`src/rtl/core/lmw_pkg.sv`:
```
// ----------------------------------------------------------------------------
// lmw_pkg
// shared constants and types of the label majority window filter
// ----------------------------------------------------------------------------
package lmw_pkg;

  localparam int unsigned WINDOW_LEN_DEF  = 47;
  localparam int unsigned NUM_CLASSES_DEF = 7;
  localparam int unsigned LABEL_W         = 3;
  localparam int unsigned THR_W           = 6;

  localparam logic [THR_W-1:0] THR_RESET  = 6'd24;

  // request from the window control to the class count bank
  typedef struct packed {
    logic               step;        // input transfer this cycle
    logic               full;        // window reaches full length with this label
    logic               clear;       // final label of the sequence, counts restart
    logic [LABEL_W-1:0] in_lab;      // incoming label, already range checked
    logic [LABEL_W-1:0] emit_lab;    // label leaving the window
    logic [LABEL_W-1:0] centre_lab;  // label about to land on the centre cell
  } vote_req_t;

  // answer from the class count bank
  typedef struct packed {
    logic               ovr;         // overwrite the centre label
    logic [LABEL_W-1:0] best;        // majority class
  } vote_rsp_t;

endpackage

```
`src/rtl/core/lmw_cell.sv`:
```
// ----------------------------------------------------------------------------
// lmw_cell
// one position of the label window: label and valid, shifted from its neighbour
// ----------------------------------------------------------------------------
module lmw_cell (
  input  logic                         clk,
  input  logic                         rst_n,
  input  logic                         shift_en,
  input  logic [lmw_pkg::LABEL_W-1:0]  prev_label,
  input  logic                         prev_vld,
  input  logic                         ovr_en,
  input  logic [lmw_pkg::LABEL_W-1:0]  ovr_label,
  output logic [lmw_pkg::LABEL_W-1:0]  label,
  output logic                         vld
);

  logic [lmw_pkg::LABEL_W-1:0] label_r;
  logic                        vld_r;

  always_ff @(posedge clk) begin
    if (!rst_n) begin
      vld_r <= 1'b0;
    end else if (shift_en) begin
      vld_r <= prev_vld;
    end
  end

  // payload, no reset
  always_ff @(posedge clk) begin
    if (shift_en) begin
      label_r <= ovr_en ? ovr_label : prev_label;
    end
  end

  assign label = label_r;
  assign vld   = vld_r;

endmodule

```
`src/rtl/core/lmw_vote.sv`:
```
// ----------------------------------------------------------------------------
// lmw_vote
// per-class label counts, majority search and centre overwrite decision
// ----------------------------------------------------------------------------
module lmw_vote #(
  parameter int unsigned WINDOW_LEN  = lmw_pkg::WINDOW_LEN_DEF,
  parameter int unsigned NUM_CLASSES = lmw_pkg::NUM_CLASSES_DEF
) (
  input  logic                        clk,
  input  logic                        rst_n,
  input  lmw_pkg::vote_req_t          req,
  input  logic [lmw_pkg::THR_W-1:0]   thr,
  output lmw_pkg::vote_rsp_t          rsp
);

  localparam int unsigned CW    = $clog2(WINDOW_LEN + 1);
  localparam int unsigned CMP_W = (CW > lmw_pkg::THR_W) ? CW : lmw_pkg::THR_W;

  logic [CW-1:0]               cnt_r   [NUM_CLASSES];
  logic [CW-1:0]               cnt_nxt [NUM_CLASSES];
  logic [CW-1:0]               aug     [NUM_CLASSES];
  logic [lmw_pkg::LABEL_W-1:0] best;
  logic [CW-1:0]               best_cnt;
  logic                        ovr;

  // counts including the incoming label
  always_comb begin
    for (int c = 0; c < NUM_CLASSES; c++) begin
      aug[c] = cnt_r[c] + CW'(req.in_lab == lmw_pkg::LABEL_W'(c));
    end
  end

  // lowest class wins a tie
  always_comb begin
    best     = '0;
    best_cnt = aug[0];
    for (int c = 1; c < NUM_CLASSES; c++) begin
      if (aug[c] > best_cnt) begin
        best     = lmw_pkg::LABEL_W'(c);
        best_cnt = aug[c];
      end
    end
  end

  assign ovr = req.full && (best != '0) && (CMP_W'(best_cnt) >= CMP_W'(thr))
               && (req.centre_lab != best);

  always_comb begin
    for (int c = 0; c < NUM_CLASSES; c++) begin
      cnt_nxt[c] = aug[c]
                   - CW'(req.full && (req.emit_lab == lmw_pkg::LABEL_W'(c)))
                   - CW'(ovr && (req.centre_lab == lmw_pkg::LABEL_W'(c)))
                   + CW'(ovr && (best == lmw_pkg::LABEL_W'(c)));
    end
  end

  always_ff @(posedge clk) begin
    if (!rst_n) begin
      for (int c = 0; c < NUM_CLASSES; c++) begin
        cnt_r[c] <= '0;
      end
    end else if (req.step) begin
      for (int c = 0; c < NUM_CLASSES; c++) begin
        cnt_r[c] <= req.clear ? '0 : cnt_nxt[c];
      end
    end
  end

  assign rsp.ovr  = ovr;
  assign rsp.best = best;

endmodule

```
`src/rtl/core/label_majority_window_filter_unit.sv`:
```
// ----------------------------------------------------------------------------
// label_majority_window_filter_unit
// sliding-window majority filter over a stream of class labels
// ----------------------------------------------------------------------------
// throughput: one label per cycle while streaming and not stalled by out_ready;
//   the oldest label moves to the output register in the same cycle the new one
//   is transferred; a label leaves the chain WINDOW_LEN-1 input transfers after
//   it arrived, then passes through the output register; after a final label the
//   chain drains with in_ready low, and waits while out_ready stalls
// reset (rst_n, synchronous, active low): chain and counts empty, threshold 24
// ----------------------------------------------------------------------------
module label_majority_window_filter_unit #(
  parameter int unsigned WINDOW_LEN  = lmw_pkg::WINDOW_LEN_DEF,
  parameter int unsigned NUM_CLASSES = lmw_pkg::NUM_CLASSES_DEF
) (
  input  logic                         clk,
  input  logic                         rst_n,
  // configuration
  input  logic                         cfg_wr_en,
  input  logic [lmw_pkg::THR_W-1:0]    cfg_wr_data,
  // input label stream
  input  logic                         in_valid,
  output logic                         in_ready,
  input  logic [lmw_pkg::LABEL_W-1:0]  in_label,
  input  logic                         in_last,
  // filtered label stream
  output logic                         out_valid,
  input  logic                         out_ready,
  output logic [lmw_pkg::LABEL_W-1:0]  out_label,
  output logic                         out_last
);

  // the chain holds WINDOW_LEN-1 labels, cell 0 newest; the oldest label of a
  // full window is the one shifted out of the top cell into the output register
  localparam int unsigned NCELL  = WINDOW_LEN - 1;
  localparam int unsigned TOP    = NCELL - 1;
  // centre position counted from the oldest, as a cell index after the shift
  localparam int unsigned CENTRE = WINDOW_LEN - 1 - WINDOW_LEN / 2;
  localparam int unsigned LW     = lmw_pkg::LABEL_W;

  // threshold register
  logic [lmw_pkg::THR_W-1:0] thr_r;

  // control and output register
  logic          flush_r, flush_nxt;
  logic          out_valid_r, out_valid_nxt;
  logic [LW-1:0] out_label_r, out_label_nxt;
  logic          out_last_r, out_last_nxt;

  // cell chain
  logic [LW-1:0]    cell_label [NCELL];
  logic [NCELL-1:0] cell_vld;

  logic          slot_free;
  logic          acc;
  logic          full;
  logic          shift_en;
  logic [LW-1:0] lab;
  logic          head_vld;
  logic [LW-1:0] head_label;
  logic          flush_emit;
  logic          flush_done;

  lmw_pkg::vote_req_t vote_req;
  lmw_pkg::vote_rsp_t vote_rsp;

  // ---------------------------------------------------------------- config
  always_ff @(posedge clk) begin
    if (!rst_n) begin
      thr_r <= lmw_pkg::THR_RESET;
    end else if (cfg_wr_en) begin
      thr_r <= cfg_wr_data;
    end
  end

  // ---------------------------------------------------------------- handshake
  // output register free, or being emptied in this cycle
  assign slot_free = !out_valid_r || out_ready;
  // no input while the chain drains after a final label
  assign in_ready  = !flush_r && slot_free;
  assign acc       = in_valid && in_ready;

  // out-of-range labels count as background
  assign lab = ({1'b0, in_label} < (LW + 1)'(NUM_CLASSES)) ? in_label : '0;

  // top cell valid means the new label completes a full window
  assign full = cell_vld[TOP];

  // drain step: the top label leaves, the last one when the cell below is empty
  assign flush_emit = flush_r && slot_free && cell_vld[TOP];
  assign flush_done = flush_emit && ((TOP == 0) ? 1'b1 : !cell_vld[(TOP == 0) ? 0 : TOP - 1]);

  assign shift_en   = acc || (flush_r && slot_free);
  assign head_vld   = acc;
  assign head_label = lab;

  // ---------------------------------------------------------------- cell chain
  for (genvar k = 0; k < NCELL; k++) begin : g_cell
    lmw_cell u_cell (
      .clk        (clk),
      .rst_n      (rst_n),
      .shift_en   (shift_en),
      .prev_label ((k == 0) ? head_label : cell_label[(k == 0) ? 0 : k - 1]),
      .prev_vld   ((k == 0) ? head_vld   : cell_vld[(k == 0) ? 0 : k - 1]),
      .ovr_en     ((k == CENTRE) ? (acc && vote_rsp.ovr) : 1'b0),
      .ovr_label  (vote_rsp.best),
      .label      (cell_label[k]),
      .vld        (cell_vld[k])
    );
  end

  // ---------------------------------------------------------------- counts
  always_comb begin
    vote_req.step       = acc;
    vote_req.full       = full;
    vote_req.clear      = in_last;
    vote_req.in_lab     = lab;
    vote_req.emit_lab   = cell_label[TOP];
    // label in the cell that shifts into the centre position
    vote_req.centre_lab = cell_label[CENTRE - 1];
  end

  lmw_vote #(
    .WINDOW_LEN  (WINDOW_LEN),
    .NUM_CLASSES (NUM_CLASSES)
  ) u_vote (
    .clk   (clk),
    .rst_n (rst_n),
    .req   (vote_req),
    .thr   (thr_r),
    .rsp   (vote_rsp)
  );

  // ---------------------------------------------------------------- control
  always_comb begin
    flush_nxt = flush_r;
    if (acc && in_last) begin
      flush_nxt = 1'b1;
    end else if (flush_done) begin
      flush_nxt = 1'b0;
    end
  end

  // output register: oldest label of a full window, or one label of the drain
  always_comb begin
    out_valid_nxt = out_valid_r;
    out_label_nxt = out_label_r;
    out_last_nxt  = out_last_r;
    if (acc && full) begin
      // at least the rest of the window follows, so never the final transfer
      out_valid_nxt = 1'b1;
      out_label_nxt = cell_label[TOP];
      out_last_nxt  = 1'b0;
    end else if (flush_emit) begin
      out_valid_nxt = 1'b1;
      out_label_nxt = cell_label[TOP];
      out_last_nxt  = flush_done;
    end else if (out_ready) begin
      out_valid_nxt = 1'b0;
    end
  end

  always_ff @(posedge clk) begin
    if (!rst_n) begin
      flush_r     <= 1'b0;
      out_valid_r <= 1'b0;
    end else begin
      flush_r     <= flush_nxt;
      out_valid_r <= out_valid_nxt;
    end
  end

  always_ff @(posedge clk) begin
    out_label_r <= out_label_nxt;
    out_last_r  <= out_last_nxt;
  end

  assign out_valid = out_valid_r;
  assign out_label = out_label_r;
  assign out_last  = out_last_r;

endmodule

```
`config.mk`:
```
export PLATFORM = sky130hd
export DESIGN_NAME = label_majority_window_filter_unit
export DESIGN_NICKNAME = d
export VERILOG_FILES = /design/src/rtl/core/lmw_pkg.sv /design/src/rtl/core/lmw_cell.sv /design/src/rtl/core/lmw_vote.sv /design/src/rtl/core/label_majority_window_filter_unit.sv
export SDC_FILE = /design/constraint.sdc
export NUM_CORES = 1
export LEC_CHECK = 0
export BUFFER_PORTS_ARGS = -buffer_cell sky130_fd_sc_hd__buf_2
export CAP_MARGIN = 20
export CORE_MARGIN = 3
export CORE_UTILIZATION = 63
export DETAILED_ROUTE_END_ITERATION = 10
export PLACE_DENSITY = 0.82
export SYNTH_ARGS = -nofsm -noshare
export SYNTH_HDL_FRONTEND = slang
export SYNTH_SLANG_ARGS = --single-unit
```
`constraint.sdc`:
```
create_clock -name clk -period 18.6 [get_ports clk]
set_input_delay 0.93 -clock clk [delete_from_list [all_inputs] [get_ports clk]]
set_output_delay 0.93 -clock clk [all_outputs]
set_load 0.03 [all_outputs]
```
# After elaboration in Yosys (flattened, before gate mapping)
# Memory sizes are Yosys's and may differ from the RTL's.
# Index checks and enable logic that the tools add are counted.
# Widths: inputs -> output; s select.
# totals
regBits	196
ram_bits	42
input_bits	15
out_inout_bits	6
word_cells	250
memories	1
# classes
n_addsub	28
magnitude_cmp	8
n_eq_ne	25
mux	39
bitwise	7
n_reduce_logical	45
# memory_table
memory	words	word_bits	read_ports	rd_clocked_by_memory_dff	write_ports	line	source
u_vote.cnt_r	7	6	7	0	7	lmw_vote.sv:19	logic [CW-1:0] cnt_r [NUM_CLASSES];
# op_table
op	n
$mux 6	20
$add 6x1->6	14
$sub 6x1->6	14
$eq 3x3->1 const B	12
$gt 6x6->1	6
$logic_and 1x1->1	32
$eq 3x2->1 const B	8
$mux 3	7
$eq 3x1->1 const B	4
$logic_not 3->1	4
$mux 1	10
$or 1x1->1	7
$ge 6x6->1	1
$reduce_bool 3->1	2
$mux 2	2
$reduce_bool 2->1	2
$logic_not 1->1	3
$lt 3x3->1 const B	1
$ne 3x3->1	1
$logic_or 1x1->1	2

# Longest topological paths before layout
# logic_depth
word_depth	25
ltp_mapped	86

# Modules after synthesis
# A second synthesis with hierarchy kept.
# unflattened
hier_cells	1075
hier_area_um2	13442.9
# by_module_without_submodules
module	instances	cells_each	area_each_um2
lmw_cell	46	9	160.2
lmw_vote	1	616	5594.1
label_majority_window_filter_unit	1	45	481.7

# Least setup slack after synthesis
# OpenSTA, ideal clock, no wires.
# synth_path
path_type	input to register
start	in in_label[1] (netlist bit)
end	mem u_vote.cnt_r[2][5] (netlist bit) (data pin)
t_arrival_ns	15.371
path_slack_ns	2.963
path_stages	78
n_path_buf	6
cell_sequence	clkbuf_1 a21boi_0 nor2_1 ha_1 ha_1 xor2_1 inv_1 ha_1 maj3_1 a31o_2 o21ai_1 clkbuf_1 nand2_1 o21ai_0 ha_1 nand2_1 nor3_1 a41oi_1 [... 42 more ...] o21ai_0 nand2b_1 a21oi_1 nor2b_1 o41ai_2 and2b_1 buf_2 and3b_1 fa_1 inv_1 ha_1 ha_1 fa_1 a21o_1 a21oi_1 xnor2_1 xnor2_1 nor2_1
# synth_rtl
item	line	source
start: declaration	label_majority_window_filter_unit.sv:24	input logic [lmw_pkg::LABEL_W-1:0] in_label,
end: declaration	lmw_vote.sv:19	

==> impl_metrics.ini <==
[status]
status = completed

[clock_network]
root_buffer = clkbuf_16
cts.sinks = 238
cts_setup_buffers = 0
htreeDepth = 1
cts-resized-gates = 0
cts_tree = done
worstSkewPairLatency_ps = 520
cts_buffers = 24
cts.clk_slew.worst_paths_ps = 70
cts-hold-fix-buffers = 0
cts_buffer_depth = 3

[critical_path]
cp_slowest_cell = a21oi_1
end_kind = register
crit_required_ps = 18830
crit_fanout = 14
crit_path_start_kind = input port
crit_top_cell = ha_1
crit_type = input port to register
arrival_ps = 17370
cpPeakStageDelay_ps = 750

[global_routing]
grt_pass1_wl_um = 35400
grt_pass1_vias = 7068
antenna_found_initial = 0
track_usage_pct = 21.8
grt_max_degree = 106
gr-total-overflow = 0

[timing]
fin_tns_setup_ps = 0
rsz0062_at_grt = no
fin_hold_ws_ps = 412
period_minus_slack_ps = 17150
slew_viol_final = 0
min_period_over_period_pct = 92.2
worst_pin_slew_ps = 1100
clock_skew_ps = 20.0
fmax_mhz = 58.3
worst_slew_margin_rel_pct = 26.4
hold_viol_final = 0
final-setup-viol-count = 0

[placed_design]
place_inst = 1230
port_buffers = 20
hpwl_um = 14700
place_congestion = 0.958

[die]
dieArea_sq_mm = 0.0204
fp.dieH_um = 143
ios = 21
floorplan.initialDensity_pct = 64.9
dieWidth_um = 143
fp-row-count = 49
coreArea_sq_mm = 0.0181

[yosys]
synthTopCellsByArea = edfxtp_1 47%, dfxtp_1 9.3%, ha_1 9.3%
yosys.area.top_type = edfxtp_1
synth_top_area_share_pct = 46.6
ys.flop_type = edfxtp_1
syn_avg_cell_area_sq_um = 11.7
yosysSeqAreaShare_pct = 56.0
ys_warn_count = 0
syn_nets = 1123
synthDistinctLibCells = 70
synth_edf_count = 183
syn_inst = 1006
netlist_area_sq_mm = 0.0118
synth-seq-cells = 238
synthArstFlopShare_pct = 0

[cells_and_area]
syn_to_final_growth_pct = 9.28
fillers = 1288
antennaDiodeCount = 0
layout-drive-gt1-share_pct = 8.33
multi_input_area_sq_mm = 0.00479
layout.nets = 1145
final_cells = 1274
final-seq-area_sq_mm = 0.00660

[detailed_routing]
ant_nets = 0
via_per_inst = 5.67
finalWirelength_um = 21600
vias = 7221
drt_iter0_drc = 523
route.detailed.drc = 0
avgRoutedWirePerCell_um = 16.9
drt_first_pass_iters = 5

[power_and_ir_drop]
power_switching_share_pct = 32.6
pwr-share-clk_pct = 28.0
p_int_mw = 1.10
p_per_area_mw_per_mm2 = 127
p_comb_share_pct = 32.9
switching_power_mw = 0.532
seqPwrFrac_pct = 39.1
peakVddDrop_uv = 101
p_leak_nw = 5.16

[min_path]
hp-class = register to register

[run]
maxCapViolations = 0
metal layers:
| metal | GRT usage (%) | part of all wire (%) | up-vias |
|---|---|---|---|
| li1 | - | - | 3571 |
| met1 | 32.4 | 47 | 3447 |
| met2 | 34.3 | 45 | 161 |
| met3 | 3.01 | 5.0 | 42 |
| met4 | 5.65 | 2.3 | 0 |
| met5 | 0 | 0 | - |
registers in the layout (all words and copies together), names as in the netlist:
name / count
thr_r: 6
flush_r: 1
out_valid: 1
g_cell.u_cell.vld: 46
out_last: 1
g_cell.u_cell.label: 138
out_label: 3
u_vote.cnt_r: 42
metrics by stage:
stage                     util, %  setup WS [ps]  total power, mW  cell area, sq um
after floorplan                 -           2960             1.05             11800
after global placement       66.7           1550             1.15             12100
after detailed placement     66.7            958             1.16             12100
after CTS                    70.8           1420             1.63             12900
after global routing         71.0           67.2             1.73             12900
final                        71.0           1450             1.63             12900
cell type report:
| class | instances | share of cell area [%] |
|---|---|---|
| Sequential cell | 238 | 51.2 |
| Multi-Input combinational cell | 655 | 37.2 |
| Clock buffer | 32 | 5.15 |
| Inverter | 85 | 2.52 |
| Tap cell | 229 | 2.23 |
| Timing Repair Buffer | 24 | 1.01 |
| Clock inverter | 11 | 0.661 |
synth_stat cells, types with 17 or more instances:
| cell | instances |
|---|---|
| and2_1 | 17 |
| a21o_1 | 18 |
| edfxtp_1 | 183 |
| xor2_1 | 27 |
| xnor2_1 | 30 |
| a21boi_0 | 49 |
| nand2_1 | 126 |
| inv_1 | 85 |
| nor2_1 | 70 |
| dfxtp_1 | 55 |
| ha_1 | 88 |
| nand3_1 | 22 |
| a21oi_1 | 39 |
| clkbuf_1 | 25 |
logic make-up after synthesis:
group,Yosys count,share of synthesized area (%)
and+or+nand+nor,310,12.4
DFF,238,56.0
AOI/OAI and AO/OA,158,9.35
buffers and inverters,113,3.61
adders and majority gates,103,11.8
xor gates and xnor gates,61,4.88
muxes,22,1.95
other,1,0.0318
critical path, delay by kind of cell:
kind	cells	cell delay (ps)
AO/OA/AOI/OAI	24	5980
buffers and inverters	5	600
XOR/XNOR	3	770
multiplexers	5	1550
adder cells (fa/ha/maj)	14	4260
AND/OR/NAND/NOR	20	3270
placed cells by master, fill, tap and decap left out, types with 18 or more instances in the layout:
| cell type | synthesis | layout |
|---|---|---|
| xor2_1 | 27 | 27 |
| nor2_1 | 70 | 70 |
| dfxtp_1 | 55 | 55 |
| a21boi_0 | 49 | 49 |
| edfxtp_1 | 183 | 183 |
| inv_1 | 85 | 84 |
| xnor2_1 | 30 | 30 |
| a21o_1 | 18 | 18 |
| buf_2 | 1 | 20 |
| a21oi_1 | 39 | 39 |
| clkbuf_16 | 0 | 25 |
| nand3_1 | 22 | 22 |
| nand2_1 | 126 | 126 |
| ha_1 | 88 | 88 |
power groups by stage:
stage,Sequential [mW],Clock (mW),Combinational (mW)
4_1_cts,0.638,0.466,0.522
6_report,0.637,0.456,0.537
3_5_place_dp,0.647,0,0.516
5_1_grt,0.641,0.483,0.607
2_1_floorplan,0.643,0,0.407
3_3_place_gp,0.647,0,0.506
final timing paths:
check,from,endpoint,slack [ps],cells past startpoint
worst min register to register,g_cell[38].u_cell.label[0],g_cell[39].u_cell.label[0],410,0
worst min-delay path,g_cell[38].u_cell.label[0],g_cell[39].u_cell.label[0],410,0
worst max register to register,u_vote.cnt_r[0][0],u_vote.cnt_r[3][5],1970,68
worst max-delay path,in_label[1],u_vote.cnt_r[3][5],1450,71
Power figures use the tool's default switching activity.
